$ cat src/rtl/dual_motor_velocity_ramp_unit_macros.svh
// ---------------------------------------------------------------------------
// Assertion macros for the dual motor velocity ramp unit
// Concurrent checks that vanish when SYNTHESIS is defined.
// ---------------------------------------------------------------------------
`ifndef DUAL_MOTOR_VELOCITY_RAMP_UNIT_MACROS_SVH
`define DUAL_MOTOR_VELOCITY_RAMP_UNIT_MACROS_SVH

`ifndef SYNTHESIS
// same-cycle implication
`define DMVR_ASSERT_IMP(lbl, ck, rs, ante, cons) \
  lbl: assert property (@(posedge ck) disable iff (rs) (ante) |-> (cons)) \
    else $error("dmvr assertion failed");
// next-cycle implication
`define DMVR_ASSERT_NXT(lbl, ck, rs, ante, cons) \
  lbl: assert property (@(posedge ck) disable iff (rs) (ante) |=> (cons)) \
    else $error("dmvr assertion failed");
`else
`define DMVR_ASSERT_IMP(lbl, ck, rs, ante, cons)
`define DMVR_ASSERT_NXT(lbl, ck, rs, ante, cons)
`endif

`endif

$ cat src/rtl/dmvr_pkg.sv
`timescale 1ns / 1ps
// ---------------------------------------------------------------------------
// dmvr_pkg
// Commands, sequencer states and velocity helpers shared by the ramp unit.
// ---------------------------------------------------------------------------
package dmvr_pkg;

  localparam int VelBits   = 8;
  localparam int QuotBits  = 7;
  localparam int QidxBits  = 3;

  typedef enum logic [1:0] {
    CMD_SET   = 2'd0,
    CMD_RAMP  = 2'd1,
    CMD_TICK  = 2'd2,
    CMD_ABORT = 2'd3
  } cmd_t;

  typedef enum logic [1:0] {
    S_IDLE,
    S_SCAN,
    S_CALC,
    S_PUSH
  } seq_state_t;

  typedef enum logic [2:0] {
    U_IDLE,
    U_MUL0,
    U_MUL1,
    U_ABS,
    U_DIV,
    U_DONE
  } unit_phase_t;

  // Saturate a 16-bit velocity to -100..100.
  function automatic logic signed [VelBits-1:0] sat_vel(input logic signed [15:0] v);
    logic signed [VelBits-1:0] r;
    if (v > 16'sd100) begin
      r = 8'sd100;
    end else if (v < -16'sd100) begin
      r = -8'sd100;
    end else begin
      r = v[VelBits-1:0];
    end
    return r;
  endfunction

endpackage

$ cat src/rtl/dmvr_interp.sv
`timescale 1ns / 1ps
`include "dual_motor_velocity_ramp_unit_macros.svh"
// ---------------------------------------------------------------------------
// dmvr_interp
// Iterative interpolator: one shared multiplier builds start*L + e*(end-start)
// in MUL0 and MUL1, then a restoring divider takes one quotient bit a cycle.
// ---------------------------------------------------------------------------
module dmvr_interp #(
  parameter int DURATION_BITS = 24
) (
  input  logic                                 clk,
  input  logic                                 rst,
  input  logic                                 start,
  input  logic signed [dmvr_pkg::VelBits-1:0]  start_vel,
  input  logic signed [dmvr_pkg::VelBits-1:0]  end_vel,
  input  logic        [DURATION_BITS-1:0]      length,
  input  logic        [DURATION_BITS-1:0]      elapsed,
  output logic                                 done,
  output logic signed [dmvr_pkg::VelBits-1:0]  velocity
);
  import dmvr_pkg::*;

  localparam int AW = DURATION_BITS + 10;
  localparam int RW = DURATION_BITS + 8;

  unit_phase_t phase, phase_next;

  logic signed [VelBits-1:0]   op_start;
  logic signed [VelBits:0]     op_delta;
  logic        [DURATION_BITS-1:0] op_len;
  logic        [DURATION_BITS-1:0] op_elapsed;
  logic signed [AW-1:0]        acc;
  logic        [RW-1:0]        rem;
  logic        [QuotBits-1:0]  quot;
  logic        [QidxBits-1:0]  bit_idx;
  logic                        neg;

  logic signed [VelBits:0]         mul_a;
  logic signed [DURATION_BITS:0]   mul_b;
  logic signed [AW-1:0]            product;
  logic signed [AW-1:0]            mag;
  logic        [RW-1:0]            div_sh;
  logic        [RW:0]              trial;
  logic        [VelBits-1:0]       quot_ext;

  // Shared multiplier operand select
  assign mul_a   = (phase == U_MUL0) ? {op_start[VelBits-1], op_start} : op_delta;
  assign mul_b   = $signed({1'b0, (phase == U_MUL0) ? op_len : op_elapsed});
  assign product = mul_a * mul_b;

  // Magnitude and one restoring division step
  assign mag    = acc[AW-1] ? -acc : acc;
  assign div_sh = {8'b0, op_len} << bit_idx;
  assign trial  = {1'b0, rem} - {1'b0, div_sh};

  // Next phase
  always_comb begin
    phase_next = phase;
    case (phase)
      U_IDLE: if (start) phase_next = U_MUL0;
      U_MUL0: phase_next = U_MUL1;
      U_MUL1: phase_next = U_ABS;
      U_ABS:  phase_next = U_DIV;
      U_DIV:  if (bit_idx == '0) phase_next = U_DONE;
      U_DONE: phase_next = U_IDLE;
      default: phase_next = U_IDLE;
    endcase
  end

  // Outputs
  always_comb begin
    quot_ext = {1'b0, quot};
    done     = (phase == U_DONE);
    velocity = neg ? $signed(8'd0 - quot_ext) : $signed(quot_ext);
  end

  always_ff @(posedge clk) begin
    if (rst) begin
      phase <= U_IDLE;
    end else begin
      phase <= phase_next;
    end
  end

  // Datapath registers
  always_ff @(posedge clk) begin
    case (phase)
      U_IDLE: begin
        if (start) begin
          op_start   <= start_vel;
          op_delta   <= {end_vel[VelBits-1], end_vel} - {start_vel[VelBits-1], start_vel};
          op_len     <= length;
          op_elapsed <= elapsed;
        end
      end
      U_MUL0: acc <= product;
      U_MUL1: acc <= acc + product;
      U_ABS: begin
        neg     <= acc[AW-1];
        rem     <= mag[RW-1:0];
        quot    <= '0;
        bit_idx <= QidxBits'(QuotBits - 1);
      end
      U_DIV: begin
        if (!trial[RW]) begin
          rem           <= trial[RW-1:0];
          quot[bit_idx] <= 1'b1;
        end
        bit_idx <= bit_idx - 1'b1;
      end
      default: ;
    endcase
  end

  `DMVR_ASSERT_IMP(a_quot_range, clk, rst, done, quot <= 7'd100)
  `DMVR_ASSERT_IMP(a_start_idle, clk, rst, start, phase == U_IDLE)
  `DMVR_ASSERT_NXT(a_div_to_done, clk, rst, phase == U_DIV && bit_idx == '0, phase == U_DONE)

endmodule

$ cat src/rtl/dual_motor_velocity_ramp_unit.sv
`timescale 1ns / 1ps
`include "dual_motor_velocity_ramp_unit_macros.svh"
// ---------------------------------------------------------------------------
// dual_motor_velocity_ramp_unit
// Two-motor velocity ramp generator with H-bridge direction and duty output.
// ---------------------------------------------------------------------------
//  channel | handshake           | payload
//  --------+---------------------+-------------------------------------------
//  in      | in_valid / in_ready | command motor_sel start_velocity
//          |                     | end_velocity duration_ticks
//  out     | out_valid/out_ready | motor_out duty_percent dir_in1 dir_in2
//          |                     | applied_velocity last_result
//
//  Set and ramp requests go from idle to the push state. A tick scans each
//  running ramp through the interpolator (multiply phases MUL0 and MUL1, a
//  magnitude phase, seven divide steps, a done phase) and pushes its result.
//  Abort returns to idle without pushing a result.
//  Synchronous reset stops both ramps at once; there is no clearing pass.
//  A stalled output register holds the sequencer until the result is taken.
// ---------------------------------------------------------------------------
module dual_motor_velocity_ramp_unit #(
  parameter int DURATION_BITS = 24
) (
  input  logic                                clk,
  input  logic                                rst,
  input  logic                                in_valid,
  output logic                                in_ready,
  input  logic [1:0]                          command,
  input  logic                                motor_sel,
  input  logic signed [15:0]                  start_velocity,
  input  logic signed [15:0]                  end_velocity,
  input  logic [23:0]                         duration_ticks,
  output logic                                out_valid,
  input  logic                                out_ready,
  output logic                                motor_out,
  output logic [6:0]                          duty_percent,
  output logic                                dir_in1,
  output logic                                dir_in2,
  output logic signed [dmvr_pkg::VelBits-1:0] applied_velocity,
  output logic                                last_result
);
  import dmvr_pkg::*;

  seq_state_t state, state_next;

  // Per-motor ramp state
  logic signed [VelBits-1:0]     ramp_start   [2];
  logic signed [VelBits-1:0]     ramp_end     [2];
  logic        [DURATION_BITS-1:0] ramp_length  [2];
  logic        [DURATION_BITS-1:0] ramp_elapsed [2];
  logic        [1:0]             ramp_active;

  logic                          cur_motor;
  logic                          tick_cmd;
  logic                          pend_motor;
  logic signed [VelBits-1:0]     pend_vel;
  logic                          pend_last;

  cmd_t                          cmd;
  logic                          accept;
  logic signed [VelBits-1:0]     sv;
  logic signed [VelBits-1:0]     ev;
  logic [DURATION_BITS+23:0]     dur_wide;
  logic [DURATION_BITS-1:0]      dur_l;
  logic                          instant;
  logic [DURATION_BITS-1:0]      e_inc;
  logic                          reached;
  logic [DURATION_BITS-1:0]      e_new;
  logic                          push_ok;
  logic                          push;
  logic                          unit_start;
  logic                          unit_done;
  logic signed [VelBits-1:0]     unit_vel;
  logic [VelBits-1:0]            pend_abs;

  // Decode the request
  assign cmd      = cmd_t'(command);
  assign accept   = in_valid && in_ready;
  assign sv       = sat_vel(start_velocity);
  assign ev       = sat_vel(end_velocity);
  assign dur_wide = {{DURATION_BITS{1'b0}}, duration_ticks};
  assign dur_l    = dur_wide[DURATION_BITS-1:0];
  assign instant  = (sv == ev) || (dur_l == '0);

  // Advance the elapsed count of the scanned motor
  assign e_inc   = ramp_elapsed[cur_motor] + 1'b1;
  assign reached = (e_inc >= ramp_length[cur_motor]);
  assign e_new   = reached ? ramp_length[cur_motor] : e_inc;

  assign push_ok  = !out_valid || out_ready;
  assign pend_abs = pend_vel[VelBits-1] ? (8'd0 - pend_vel) : pend_vel;

  dmvr_interp #(
    .DURATION_BITS(DURATION_BITS)
  ) u_interp (
    .clk       (clk),
    .rst       (rst),
    .start     (unit_start),
    .start_vel (ramp_start[cur_motor]),
    .end_vel   (ramp_end[cur_motor]),
    .length    (ramp_length[cur_motor]),
    .elapsed   (e_new),
    .done      (unit_done),
    .velocity  (unit_vel)
  );

  // Next state
  always_comb begin
    state_next = state;
    case (state)
      S_IDLE: begin
        if (in_valid) begin
          case (cmd)
            CMD_SET, CMD_RAMP: state_next = S_PUSH;
            CMD_TICK:          state_next = S_SCAN;
            default:           state_next = S_IDLE;
          endcase
        end
      end
      S_SCAN: begin
        if (ramp_active[cur_motor]) begin
          state_next = S_CALC;
        end else if (cur_motor) begin
          state_next = S_IDLE;
        end
      end
      S_CALC: if (unit_done) state_next = S_PUSH;
      S_PUSH: begin
        if (push_ok) begin
          state_next = (tick_cmd && !cur_motor) ? S_SCAN : S_IDLE;
        end
      end
      default: state_next = S_IDLE;
    endcase
  end

  // Sequencer outputs
  always_comb begin
    in_ready   = (state == S_IDLE);
    unit_start = (state == S_SCAN) && ramp_active[cur_motor];
    push       = (state == S_PUSH) && push_ok;
  end

  always_ff @(posedge clk) begin
    if (rst) begin
      state <= S_IDLE;
    end else begin
      state <= state_next;
    end
  end

  // Ramp state and control registers
  always_ff @(posedge clk) begin
    if (rst) begin
      ramp_active <= '0;
      cur_motor   <= 1'b0;
      tick_cmd    <= 1'b0;
      for (int k = 0; k < 2; k++) begin
        ramp_start[k]   <= '0;
        ramp_end[k]     <= '0;
        ramp_length[k]  <= '0;
        ramp_elapsed[k] <= '0;
      end
    end else begin
      if (accept) begin
        tick_cmd  <= (cmd == CMD_TICK);
        cur_motor <= (cmd == CMD_TICK) ? 1'b0 : motor_sel;
        case (cmd)
          CMD_SET: ramp_active[motor_sel] <= 1'b0;
          CMD_RAMP: begin
            if (instant) begin
              ramp_active[motor_sel] <= 1'b0;
            end else begin
              ramp_start[motor_sel]   <= sv;
              ramp_end[motor_sel]     <= ev;
              ramp_length[motor_sel]  <= dur_l;
              ramp_elapsed[motor_sel] <= '0;
              ramp_active[motor_sel]  <= 1'b1;
            end
          end
          CMD_TICK: ;
          default: ramp_active <= '0;
        endcase
      end
      if (state == S_SCAN) begin
        if (ramp_active[cur_motor]) begin
          ramp_elapsed[cur_motor] <= e_new;
          if (reached) ramp_active[cur_motor] <= 1'b0;
        end else begin
          cur_motor <= 1'b1;
        end
      end
      if (push && tick_cmd && !cur_motor) begin
        cur_motor <= 1'b1;
      end
    end
  end

  // Pending result
  always_ff @(posedge clk) begin
    if (accept) begin
      pend_motor <= motor_sel;
      pend_last  <= 1'b1;
      pend_vel   <= (cmd == CMD_RAMP && instant) ? ev : sv;
    end
    if (state == S_SCAN && ramp_active[cur_motor]) begin
      pend_motor <= cur_motor;
      pend_last  <= cur_motor || !ramp_active[1];
    end
    if (state == S_CALC && unit_done) begin
      pend_vel <= unit_vel;
    end
  end

  // Output register
  always_ff @(posedge clk) begin
    if (rst) begin
      out_valid <= 1'b0;
    end else if (push) begin
      out_valid <= 1'b1;
    end else if (out_ready) begin
      out_valid <= 1'b0;
    end
  end

  always_ff @(posedge clk) begin
    if (push) begin
      motor_out        <= pend_motor;
      duty_percent     <= pend_abs[6:0];
      dir_in1          <= pend_vel[VelBits-1];
      dir_in2          <= !pend_vel[VelBits-1];
      applied_velocity <= pend_vel;
      last_result      <= pend_last;
    end
  end

  `DMVR_ASSERT_IMP(a_ramp_a_in_range, clk, rst, ramp_active[0], ramp_elapsed[0] < ramp_length[0])
  `DMVR_ASSERT_IMP(a_ramp_b_in_range, clk, rst, ramp_active[1], ramp_elapsed[1] < ramp_length[1])
  `DMVR_ASSERT_NXT(a_push_holds, clk, rst, state == S_PUSH && out_valid && !out_ready, state == S_PUSH)

endmodule
$ cat config.mk
export PLATFORM = sky130hd
export DESIGN_NAME = dual_motor_velocity_ramp_unit
export DESIGN_NICKNAME = d
export VERILOG_FILES = /design/src/rtl/dmvr_pkg.sv /design/src/rtl/dmvr_interp.sv /design/src/rtl/dual_motor_velocity_ramp_unit.sv
export VERILOG_INCLUDE_DIRS = /design/src /design/src/rtl
export SDC_FILE = /design/constraint.sdc
export NUM_CORES = 1
export LEC_CHECK = 0
export ABC_CLOCK_PERIOD_IN_PS = 8600
export BUFFER_PORTS_ARGS = -buffer_cell sky130_fd_sc_hd__buf_2
export CORE_UTILIZATION = 45
export CTS_CLUSTER_DIAMETER = 50
export DETAILED_ROUTE_END_ITERATION = 7
export GPL_TIMING_DRIVEN = 0
export PLACE_DENSITY_LB_ADDON = 0.12
export SYNTH_ARGS = -nofsm -noshare
export SYNTH_HDL_FRONTEND = slang
export SYNTH_SLANG_ARGS = --single-unit
$ cat constraint.sdc
create_clock -name clk -period 8.6 [get_ports clk]
set_input_delay 0.86 -clock clk [delete_from_list [all_inputs] [get_ports clk]]
set_output_delay 0.86 -clock clk [all_outputs]
set_load 0.01 [all_outputs]
### Word level (Yosys, flattened, before mapping)

Memory sizes are Yosys's and may differ from the RTL's. A register that Yosys moved wholly into a read port is not among the register bits.
Cells that the tools add are included.

| storage, ports and cells | value |
|---|---|
| input bits | 63 |
| logic and storage cells | 197 |
| bits in writable memories | 128 |
| register bits after elaboration | 181 |
| memories kept | 4 |

Memory list:

| name | words | bits a word | read ports | clocked after Yosys merged registers in | write ports | line | text |
|---|---|---|---|---|---|---|---|
| ramp_elapsed | 2 | 24 | 1 | 1 | 2 | dual_motor_velocity_ramp_unit.sv:50 | `logic [DURATION_BITS-1:0] ramp_elapsed [2];` |
| ramp_length | 2 | 24 | 1 | 1 | 2 | dual_motor_velocity_ramp_unit.sv:49 | `logic [DURATION_BITS-1:0] ramp_length [2];` |
| ramp_end | 2 | 8 | 1 | 1 | 2 | dual_motor_velocity_ramp_unit.sv:48 | `logic signed [VelBits-1:0] ramp_end [2];` |
| ramp_start | 2 | 8 | 1 | 1 | 2 | dual_motor_velocity_ramp_unit.sv:47 | `logic signed [VelBits-1:0] ramp_start [2];` |

| cells by class | value |
|---|---|
| reduce and logical (&&, ||, !) cells | 38 |
| multiplexer cells | 86 |
| multiply operators | 1 |
| shift-type cells | 1 |
| order comparisons | 11 |
| $add $sub $neg | 8 |
| bitwise logic cells | 6 |
| equal/unequal tests | 18 |

Operator list:

| cell | count |
|---|---|
| 24-bit two-way mux | 5 |
| 8-bit two-way mux | 10 |
| 24-bit OR reduction | 3 |
| 34-bit one-hot mux with 2 select lines | 1 |
| 32-bit two-way mux | 2 |
| 32-bit one-hot mux with 2 select lines | 1 |
| 1-bit two-way mux | 42 |
| 34-bit adder | 1 |
| 9-bit by 25-bit multiplier with 34-bit output | 1 |
| 32-bit by 32-bit subtractor with 33-bit output | 1 |
| 16-bit by 8-bit greater-than comparator with 1-bit output, second input constant | 2 |
| 16-bit by 8-bit less-than comparator with 1-bit output, second input constant | 2 |
| 32-bit negator | 1 |
| 24-bit by 3-bit left shift with 32-bit output | 1 |
| 24-bit by 1-bit adder with 24-bit output, second input constant | 1 |
| 24-bit greater-or-equal comparator | 1 |
| 24-bit zero test | 1 |
| 2-bit two-way mux | 11 |
| 8-bit OR reduction | 2 |
| 3-bit one-hot mux with 5 select lines | 1 |
| 7-bit two-way mux | 2 |
| 7-bit one-hot mux with 2 select lines | 1 |
| 1-bit logical AND | 11 |
| 2-bit nonzero test | 5 |
| 36 further kinds | 60 |

### Logic depth before layout (Yosys ltp)

Gate-level depths: netlist of the first run.

| logic depth | value |
|---|---|
| depth after elaboration | 14 |
| gate-level depth with buffers | 37 |
| gate-level depth less buffers | 33 |

### Cells and area by module

From an unflattened synthesis of the first run, not the netlist that was laid out.

| second synthesis, totals | value |
|---|---|
| cells, all modules | 2,668 |
| area total of the unflattened synthesis | 26,376.5 µm² |

By module, submodules not included:

| module | seq. area each (µm²) | cells an instance | instances | area an instance (µm²) |
|---|---|---|---|---|
| dmvr_interp | 4,324.1 | 1,864 | 1 | 17,357.9 |
| dual_motor_velocity_ramp_unit | 4,794.6 | 804 | 1 | 9,018.6 |

### Worst setup path before layout of the first run

No wires, ideal clock.

| timing path | value |
|---|---|
| path type | register to register |
| start | register u_interp.phase[1] |
| end | register u_interp.acc[32], data pin |
| library setup time | 0.260 ns |
| path buffers | 4 |
| cell stages (with the launch flop) | 34 |
| slack | 0.022 ns |
| arrival | 8.318 ns |
| required time | 8.340 ns |
| cell sequence | dfxtp_1 clkbuf_1 or3b_2 clkbuf_1 clkbuf_1 buf_1 nand2_1 nand2_1 nand2_1 fa_1 fa_1 inv_1 fa_1 fa_1 inv_1 fa_1 inv_1 ha_1 o21a_1 o31a_1 o32ai_1 o21ai_0 xor2_1 ha_1 a21o_1 a21o_1 a21o_1 a21oi_1 o21ai_0 a221oi_1 o21ai_0 a211oi_1 xnor2_1 mux2_2 |

| on the way | value |
|---|---|
| cells in the longest elaborated chain, start to end | 5 |

Ends and longest elaborated chain:

| what | line | text |
|---|---|---|
| start, declared | dmvr_interp.sv:26 | `unit_phase_t phase, phase_next;` |
| start signal, assigned | dmvr_interp.sv:81 | `phase <= phase_next;` |
| 3-bit by 1-bit == test with 1-bit output | dmvr_interp.sv:47, dmvr_interp.sv:48, dmvr_interp.sv:87 |  |
| 9-bit two-way mux / 24-bit two-way mux (equally long branches) | dmvr_interp.sv:47, dmvr_interp.sv:48 |  |
| 9-bit by 25-bit multiplier with 34-bit output | dmvr_interp.sv:49 | `assign product = mul_a * mul_b;` |
| 34-bit adder | dmvr_interp.sv:97 | `U_MUL1: acc <= acc + product;` |
| 34-bit one-hot mux with 2 select lines (*) | dmvr_interp.sv:87 | `case (phase)` |
| end signal, assigned | dmvr_interp.sv:96 | `U_MUL0: acc <= product;` |
| end signal, assigned | dmvr_interp.sv:97 |  |
| end, declared | dmvr_interp.sv:32 | `logic signed [AW-1:0] acc;` |

Mark *: on every way between the ends. The rest lies on a longest branch, timed or not.
A chain may end at the register's enable or synchronous reset.

### Worst setup path after layout of the first run

| timing path | value |
|---|---|
| start | register u_interp.phase[0] |
| end | register u_interp.acc[33], data pin |

The elaborated chain is that of the path after synthesis.

==> flow_metrics.tcl, run 1 <==
set metrics [dict create \
    status "completed" \
    min_period_over_period_pct 97.1 \
    dp_hpwl_um 57800 \
    drt_wl_total_um 73200 \
    p_int_mw 3.83 \
    r2r-start "u_interp.phase[0]" \
    die_w_um 243 \
    netlist_area_mm2 0.0261 \
    gp_congestion 0.951 \
    ys_seq_area_share_pct 35.0 \
    holdWs_ns 0.420 \
    cts_tree "done" \
    clockPowerShare_pct 29.1 \
    setup_viol 0 \
    via_count 20100 \
    grt_max_degree 37 \
    synth_flop_cell "edfxtp_1" \
    final_common_cell "nand2_1" \
    antenna_found_initial 0 \
    path_clk_slew_ns 0.06 \
    post_drt_wl_per_cell_um 20.5 \
    clock.fmax_mhz 120 \
    dr.pass1.iters 7 \
    final_nets 3198 \
    track_usage_pct 24.8 \
    hold_violations 0 \
    drive_gt1_share_pct 13.7 \
    fin_cells 3578 \
    syn_nets 3036 \
    synth-edff-count 297 \
    cts_buffers 43 \
    placeableCoreArea_mm2 0.0568 \
    critPathLaunchType "flip-flop" \
    critical_path_class "flip-flop to flip-flop" \
    crit_required_ns 8.92 \
    ys_ff_latch 307 \
    first_global_vias 20000 \
    power.density_mw_per_mm2 201 \
    initial_utilization_pct 45.9 \
    rsz0062_at_grt "yes" \
    period_minus_slack_ns 8.35 \
    hp-start "pend_last" \
    cts_buffer_depth 3 \
    dr.first_iter.drc_count 1503 \
    slew_headroom_pct 20.6 \
    ys_warn_count 0 \
    finalMaxSlewViolations 0 \
    num_rows 87 \
    p_sw_mw 2.17 \
    crit_path_start "u_interp.phase[0]" \
    syn2layout_area_growth_pct 14.6 \
    cts_root_buf "clkbuf_16" \
    layout_common_cells "nand2_1, edfxtp_1, nor2_1" \
    end_kind "flip-flop" \
    hp-class "flip-flop to flip-flop" \
    crit_fanout 8 \
    io_pins 84 \
    syn_inst 2625 \
    slowest_delay_ns 0.55 \
    vdd_ir_drop_max_uv 159 \
    clk_latency_ns 0.58 \
    fin_skew_ns 0.0228 \
    placedCellCount 3478 \
    antennaDiodeCount 0 \
    synth_area_per_cell_um2 9.94 \
    maxCapViolations 0 \
    die_h_um 243 \
    via_per_inst 5.62 \
    tightest_slew_ns 1.19 \
    synth.distinct_cells 80 \
    final_antenna_net_count 0 \
    worstPathArrival_ns 8.67 \
    cts_htree_levels 2 \
    worst_path_most_repeated_cell "fa_1" \
    swShare_pct 36.2 \
    async_flop_share_pct 0 \
    grt_overflow 0 \
    pwr-share-comb_pct 41.5 \
    grt_pass1_wl_um 114000 \
    p_leak_nw 12.9 \
    die_area_mm2 0.0589 \
    cts.sinks 307 \
    drcViolationCount 0 \
    portBuffers 81 \
    seq_power_share_pct 29.4 \
    worst_path_max_delay_cell "fa_1" \
]
==> synth_stat cells, types with 5 or more instances <==
cell type | count | area (um^2)
nor3b_1 | 7 | 52.6
inv_1 | 198 | 743
o31ai_1 | 17 | 128
fa_1 | 158 | 3160
mux2_2 | 31 | 349
nand2_1 | 334 | 1250
buf_2 | 9 | 45.0
mux4_2 | 10 | 225
or2_2 | 8 | 50.1
o21bai_1 | 12 | 90.1
nand3_1 | 28 | 140
or3_1 | 12 | 75.1
nand4_1 | 15 | 93.8
o21ai_0 | 97 | 485
ha_1 | 190 | 2380
o21ai_1 | 7 | 35.0
and2_1 | 70 | 438
o41ai_1 | 9 | 78.8
edfxtp_1 | 297 | 8920
nor2_4 | 9 | 101
a32oi_1 | 10 | 87.6
a21oi_1 | 122 | 611
a211oi_1 | 19 | 143
nor2b_1 | 25 | 156
nor4_1 | 16 | 100
nand3b_1 | 9 | 67.6
nand2b_1 | 35 | 219
a31oi_1 | 17 | 106
clkbuf_1 | 73 | 274
mux2i_1 | 126 | 1260
a21o_1 | 57 | 428
xnor2_1 | 99 | 867
a31o_2 | 5 | 43.8
nor2_1 | 295 | 1110
xor2_1 | 55 | 482
o21a_1 | 22 | 165
o211ai_1 | 5 | 37.5
buf_1 | 12 | 45.0
dfxtp_1 | 10 | 200
nor3_1 | 16 | 80.1
==> routing by layer <==
metal	track usage [%]	up-vias	wire, um
met5	0	-	0
met4	7.60	0	2320
met3	2.86	111	3520
met2	40.7	550	34200
met1	34.2	9973	33100
li1	-	9469	-
==> area by class of cell <==
cell class / count / area (um^2)
plain buffers: 93 / 479
multi-input cells: 2023 / 16400
fillers: 5166 / 26900
inverters: 198 / 743
clock buffers: 50 / 1110
clock inverters: 30 / 285
well taps: 756 / 946
flip-flops and latches: 307 / 9130
repair buffers: 121 / 792
==> final timing paths <==
path / slack (ns) / cells past startpoint / to
max reg2reg: 0.25 / 30 / u_interp.acc[33]
max: 0.25 / 30 / u_interp.acc[33]
min: 0.42 / 0 / last_result
min reg2reg: 0.42 / 0 / last_result
==> worst max-delay path, delay by kind of cell, from the launching register on <==
| kind | cells | cell delay [ns] |
|---|---|---|
| flops | 1 | 0.38 |
| simple gates | 3 | 0.80 |
| compound gates | 11 | 2.24 |
| fa+ha+maj | 7 | 3.19 |
| buf+inv | 5 | 0.52 |
| xor+xnor | 2 | 0.38 |
| mux | 2 | 0.58 |
==> power by group through the flow <==
stage	clock network [mW]	registers (mW)	logic, mW
floorplan	0	1.79	1.68
global placement	0	1.80	2.20
detailed placement	0	1.79	2.26
CTS	1.77	1.76	2.42
global route	1.83	1.77	2.77
finish	1.74	1.76	2.49
==> cell families (layout without fill, tap and decap cells) <==
group	after synthesis	in the layout	synth area share, %
compound gates	447	447	11.0
flops	307	307	35.0
mux	167	167	7.04
xor+xnor	154	154	5.17
fa+ha+maj	348	348	21.2
simple gates	907	907	16.2
buf+inv	295	492	4.36
==> through the flow <==
stage / setup TNS, ns / worst slack, ns / utilization, % / total power [mW] / instance area, um^2
6_report: 0 / 0.249 / 52.6 / 6.00 / 29900
5_1_grt: -0.0528 / -0.0437 / 52.6 / 6.37 / 29900
4_1_cts: 0 / 0.00691 / 52.2 / 5.95 / 29600
3_5_place_dp: -20.45 / -2.07 / 48.7 / 4.05 / 27700
3_3_place_gp: -191.59 / -2.47 / 48.3 / 4.00 / 27400
2_1_floorplan: 0 / 0.0222 / - / 3.47 / 26100
==> registers in the layout, indices dropped and copies added, names as in the netlist, 6 cells and up <==
register,flops
ramp_elapsed,48
ramp_length,48
u_interp.acc,34
u_interp.rem,32
u_interp.op_elapsed,24
u_interp.op_len,24
ramp_end,16
ramp_start,16
u_interp.op_delta,9
pend_vel,8
u_interp.op_start,8
duty_percent,7
u_interp.quot,7
applied_velocity,6
==> repair_timing <==
item	4_1_cts	5_1_grt
hold buffers	0	0
buffers inserted	16	8
pin swaps	9	17
gates resized for setup	119	51
endpoints found under the setup margin	18	14
Power figures use the tool's default switching activity.
==> inputs of run 2 (changes only) <==
--- a/config.mk
+++ b/config.mk
@@ -8,10 +8,11 @@
 export LEC_CHECK = 0
 export ABC_CLOCK_PERIOD_IN_PS = 8600
 export BUFFER_PORTS_ARGS = -buffer_cell sky130_fd_sc_hd__buf_2
+export CAP_MARGIN = 20
 export CORE_UTILIZATION = 45
 export CTS_CLUSTER_DIAMETER = 50
 export DETAILED_ROUTE_END_ITERATION = 7
-export GPL_TIMING_DRIVEN = 0
+export MAX_ROUTING_LAYER = met4
 export PLACE_DENSITY_LB_ADDON = 0.12
 export SYNTH_ARGS = -nofsm -noshare
 export SYNTH_HDL_FRONTEND = slang
==> flow_metrics.tcl, run 2 (same netlist as run 1, synthesis figures left out) <==
set metrics [dict create \
    p_int_mw 3.75 \
    p_sw_mw 2.15 \
    track_usage_pct 25.0 \
    cts_root_buf "clkbuf_16" \
    worstPathArrival_ns 8.62 \
    cts_htree_levels 2 \
    gp_congestion 0.937 \
    slew_headroom_pct 28.6 \
    num_rows 87 \
    swShare_pct 36.4 \
    hp-class "flip-flop to flip-flop" \
    slowest_delay_ns 0.55 \
    final_common_cell "nand2_1" \
    reg_top3 "ramp_elapsed (48), ramp_length (48), u_interp.acc (34)" \
    grt_overflow 0 \
    crit_fanout 17 \
    die_area_mm2 0.0589 \
    dr.first_iter.drc_count 1389 \
    tightest_slew_ns 1.07 \
    rsz0062_at_grt "yes" \
    met1Wirelength_um 32500 \
    multi_input_area_mm2 0.0160 \
    first_global_vias 19600 \
    cts_tree "done" \
    post_drt_wl_per_cell_um 20.5 \
    holdPathStages 0 \
    antenna_found_initial 0 \
    syn2layout_area_growth_pct 12.8 \
    placeableCoreArea_mm2 0.0568 \
    path_clk_slew_ns 0.06 \
    status "completed" \
    seq_power_share_pct 30.1 \
    layout_common_cells "nand2_1, edfxtp_1, nor2_1" \
    drcViolationCount 0 \
    initial_utilization_pct 45.9 \
    power.total_mw 5.90 \
    fin_skew_ns 0.0562 \
    antennaDiodeCount 0 \
    io_pins 84 \
    drive_gt1_share_pct 12.4 \
    critical_path_class "flip-flop to flip-flop" \
    end_kind "flip-flop" \
    final_antenna_net_count 0 \
    min_period_over_period_pct 96.2 \
    regArea_mm2 0.00912 \
    via_count 19700 \
    maxCapViolations 0 \
    fin_ws_ns 0.326 \
    clockPowerShare_pct 30.2 \
    final_nets 3149 \
    grt_pass1_wl_um 112000 \
    p_leak_nw 12.9 \
    die_h_um 243 \
    clk_latency_ns 0.60 \
    wl_met2_um 34400 \
    cts_buffer_depth 3 \
    top_layer "met4" \
    cts_buffers 44 \
    period_minus_slack_ns 8.27 \
    r2r_cells 31 \
    cts.sinks 307 \
    critPathLaunchType "flip-flop" \
    via_per_inst 5.59 \
    reg2reg_slack_ns 0.33 \
    finalMaxSlewViolations 0 \
    hold_violations 0 \
    holdBufCountCts 0 \
    portBuffers 83 \
    met3_length_um 3240 \
    crit_required_ns 8.95 \
    worst_path_max_delay_cell "fa_1" \
    utilization_pct 51.8 \
    die_w_um 243 \
    vdd_ir_drop_max_uv 162 \
    pwr-share-comb_pct 39.7 \
    power.density_mw_per_mm2 201 \
    dr.pass1.iters 5 \
    clock.fmax_mhz 121 \
    grt_max_degree 66 \
    setup_viol 0 \
    drt_wl_total_um 72300 \
    dp_hpwl_um 56300 \
    pre_cts_ws_ns -0.0241 \
    fillerInstances 5220 \
]
==> run 2: changes by cell type in the layout (fill, tap and decap cells not counted), sizes merged, moves of 2 or more <==
cell and delta:
clkinvlp +4, inv +3, or3b +2, buf +9, clkbuf -65, bufinv -2
==> run 2: layout make-up <==
type / instances / area share, %
repair buffers: 162 / 3.87
flip-flops and latches: 307 / 31.0
inverters: 198 / 2.54
clock buffers: 46 / 3.77
well taps: 756 / 3.22
clock inverters: 36 / 1.17
multi-input cells: 2025 / 54.4
==> run 2: power groups by stage <==
| stage | clock (mW) | sequential, mW | combinational (mW) |
|---|---|---|---|
| floorplan | 0 | 1.79 | 1.68 |
| global placement | 0 | 1.81 | 2.21 |
| detailed placement | 0 | 1.81 | 2.25 |
| CTS | 1.81 | 1.78 | 2.27 |
| global route | 1.88 | 1.78 | 2.60 |
| finish | 1.78 | 1.78 | 2.34 |
==> run 2: per-stage QoR <==
step / hold slack [ns] / setup TNS [ns] / instances / area (um^2)
final: 0.417 / 0 / 3530 / 29400
after global routing: 0.429 / -0.0303 / 3530 / 29400
after CTS: 0.418 / 0 / 3521 / 29200
after detailed placement: 0.420 / -0.0241 / 3439 / 27700
after global placement: 0.408 / 0 / 3439 / 27700
after floorplan: 0.400 / 0 / 2625 / 26100
==> run 2: what timing repair did <==
action | 4_1_cts | 5_1_grt
endpoints found under the setup margin | 1 | 8
cloned | 0 | 3
pin swaps | 0 | 7
buffers inserted | 0 | 5
gates resized for setup | 1 | 26
==> run 2: critical path, delay by kind of cell, from the launching register on <==
kind / cells / cell delay (ns)
AOI/OAI and AO/OA: 10 / 2.49
buffers and inverters: 5 / 0.77
xor gates and xnor gates: 2 / 0.25
DFF: 1 / 0.39
muxes: 1 / 0.17
adders and majority gates: 7 / 2.99
and+or+nand+nor: 6 / 1.01
==> run 2: final timing paths <==
check / from / endpoint
worst max register to register: u_interp.phase[0] / u_interp.acc[33]
worst min register to register: pend_last / last_result
worst max-delay path: u_interp.phase[0] / u_interp.acc[33]
worst min-delay path: pend_last / last_result
==> run 2: routing by layer <==
layer / vias to the layer above / GRT usage (%)
li1: 9382 / -
met1: 9751 / 33.0
met2: 507 / 40.5
met3: 108 / 2.78
met4: 0 / 7.23
met5: - / -
==> inputs of run 3 (changes only) <==
--- a/config.mk
+++ b/config.mk
@@ -14,6 +14,7 @@
 export DETAILED_ROUTE_END_ITERATION = 7
 export MAX_ROUTING_LAYER = met4
 export PLACE_DENSITY_LB_ADDON = 0.12
+export SETUP_SLACK_MARGIN = 0.4
 export SYNTH_ARGS = -nofsm -noshare
 export SYNTH_HDL_FRONTEND = slang
 export SYNTH_SLANG_ARGS = --single-unit
==> flow_metrics.tcl, run 3 (same netlist as run 1, synthesis figures left out) <==
set metrics [dict create \
    via_per_inst 5.58 \
    power.total_mw 6.23 \
    via_count 19900 \
    slew_headroom_pct 27.6 \
    swShare_pct 36.9 \
    gp_congestion 0.944 \
    post_drt_wl_per_cell_um 20.4 \
    cts_root_buf "clkbuf_16" \
    cts_htree_levels 2 \
    hp-class "flip-flop to flip-flop" \
    vdd_ir_drop_max_uv 214 \
    slowest_delay_ns 0.55 \
    crit_family "adder cells" \
    placedCellCount 3438 \
    reg_top3 "ramp_elapsed (48), ramp_length (48), u_interp.acc (34)" \
    final_area_mm2 0.0304 \
    fin_skew_ns 0.0220 \
    setup_viol 0 \
    drive_gt1_share_pct 16.6 \
    tightest_slew_ns 1.08 \
    rsz0062_at_grt "yes" \
    die_area_mm2 0.0589 \
    initial_utilization_pct 45.9 \
    holdWs_ns 0.417 \
    seq_power_share_pct 28.5 \
    place_area_mm2 0.0278 \
    p_int_mw 3.93 \
    p_leak_nw 13.1 \
    cts_tree "done" \
    syn2layout_area_growth_pct 16.5 \
    die_h_um 243 \
    utilization_pct 53.5 \
    hold_violations 0 \
    critical_path_class "flip-flop to flip-flop" \
    met1_usage_pct 33.0 \
    clk_latency_ns 0.59 \
    power.density_mw_per_mm2 205 \
    final_antenna_net_count 0 \
    cts.sinks 307 \
    io_pins 84 \
    grt-busiest-layer "met2" \
    grt_overflow 0 \
    fin_ws_ns 0.541 \
    dp_hpwl_um 54800 \
    cts_buffers 43 \
    worstPathBufferInverterCount 3 \
    period_minus_slack_ns 8.06 \
    clockPowerShare_pct 27.3 \
    finalMaxSlewViolations 0 \
    end_kind "flip-flop" \
    path_clk_slew_ns 0.05 \
    grt_max_degree 66 \
    critPathLaunchType "flip-flop" \
    worst_path_max_delay_cell "fa_1" \
    pwr-share-comb_pct 44.1 \
    final_common_cell "nand2_1" \
    worstPathArrival_ns 8.39 \
    drcViolationCount 0 \
    use_met3_pct 3.05 \
    p_sw_mw 2.30 \
    dr.pass1.iters 7 \
    antenna_found_initial 1 \
    track_usage_pct 24.8 \
    grt_pass1_wl_um 111000 \
    pre_cts_ws_ns 0.000818 \
    cts_buffer_depth 3 \
    drt_wl_total_um 72600 \
    first_global_vias 19800 \
    fin_cells 3568 \
    die_w_um 243 \
    maxCapViolations 0 \
    layout_common_cells "nand2_1, edfxtp_1, nor2_1" \
    min_period_over_period_pct 93.7 \
    fillerInstances 5107 \
    antennaDiodeCount 0 \
    final.setup.tns_ns 0 \
    use_met2_pct 38.9 \
    portBuffers 83 \
    status "completed" \
    dr.first_iter.drc_count 1303 \
    crit_required_ns 8.93 \
    placeableCoreArea_mm2 0.0568 \
    final_nets 3190 \
    clock.fmax_mhz 124 \
    crit_fanout 8 \
    num_rows 87 \
]
-- run 3: cell count changes in the layout (fill, tap and decap cells not counted), moves of 7 or more --
cell,delta
nor2_1,-8
nand2_1,-16
nor2_2,+7
a21oi_2,+8
mux2i_1,-9
buf_4,+30
ha_1,-16
mux2i_4,+9
ha_4,+14
a21oi_1,-8
nand2_2,+14
-- run 3: metal layers --
layer / vias up / routed length [um]
li1: 9465 / -
met4: 0 / 2760
met3: 121 / 3850
met2: 584 / 33700
met1: 9757 / 32300
met5: - / 0
-- run 3: what timing repair did --
item | in CTS | in global routing
hold buffers | 0 | 0
cloned | 4 | 5
pin swaps | 13 | 60
buffers inserted | 11 | 32
resized for setup | 31 | 107
setup endpoints to repair | 10 | 11
-- run 3: power groups by stage --
stage / clock network (mW) / logic [mW] / registers [mW]
floorplan: 0 / 1.70 / 1.79
global route: 1.80 / 3.01 / 1.78
global placement: 0 / 2.31 / 1.81
CTS: 1.74 / 2.46 / 1.78
detailed placement: 0 / 2.34 / 1.81
finish: 1.70 / 2.75 / 1.78
-- run 3: final timing paths --
kind | startpoint | end | slack (ns) | cells past startpoint
worst max-delay path | u_interp.phase[2] | u_interp.acc[33] | 0.54 | 28
worst min-delay path | pend_motor | motor_out | 0.42 | 0
worst max register to register | u_interp.phase[2] | u_interp.acc[33] | 0.54 | 28
worst min register to register | pend_motor | motor_out | 0.42 | 0
-- run 3: layout make-up --
class	instances	area (um^2)	share of cell area [%]
multi-input combinational	2025	16600	54.7
sequential	307	9130	30.0
timing repair buffer	204	1600	5.25
clock buffer	50	1100	3.63
tap	756	946	3.11
inverter	198	747	2.46
clock inverter	28	265	0.873
-- run 3: worst reg2reg max path, delay by kind of cell (launching register included) --
kind / cells / cell delay (ns)
simple gates: 4 / 1.04
compound gates: 10 / 2.38
flops: 1 / 0.37
buf+inv: 3 / 0.45
xor+xnor: 2 / 0.40
mux: 2 / 0.39
fa+ha+maj: 7 / 2.80
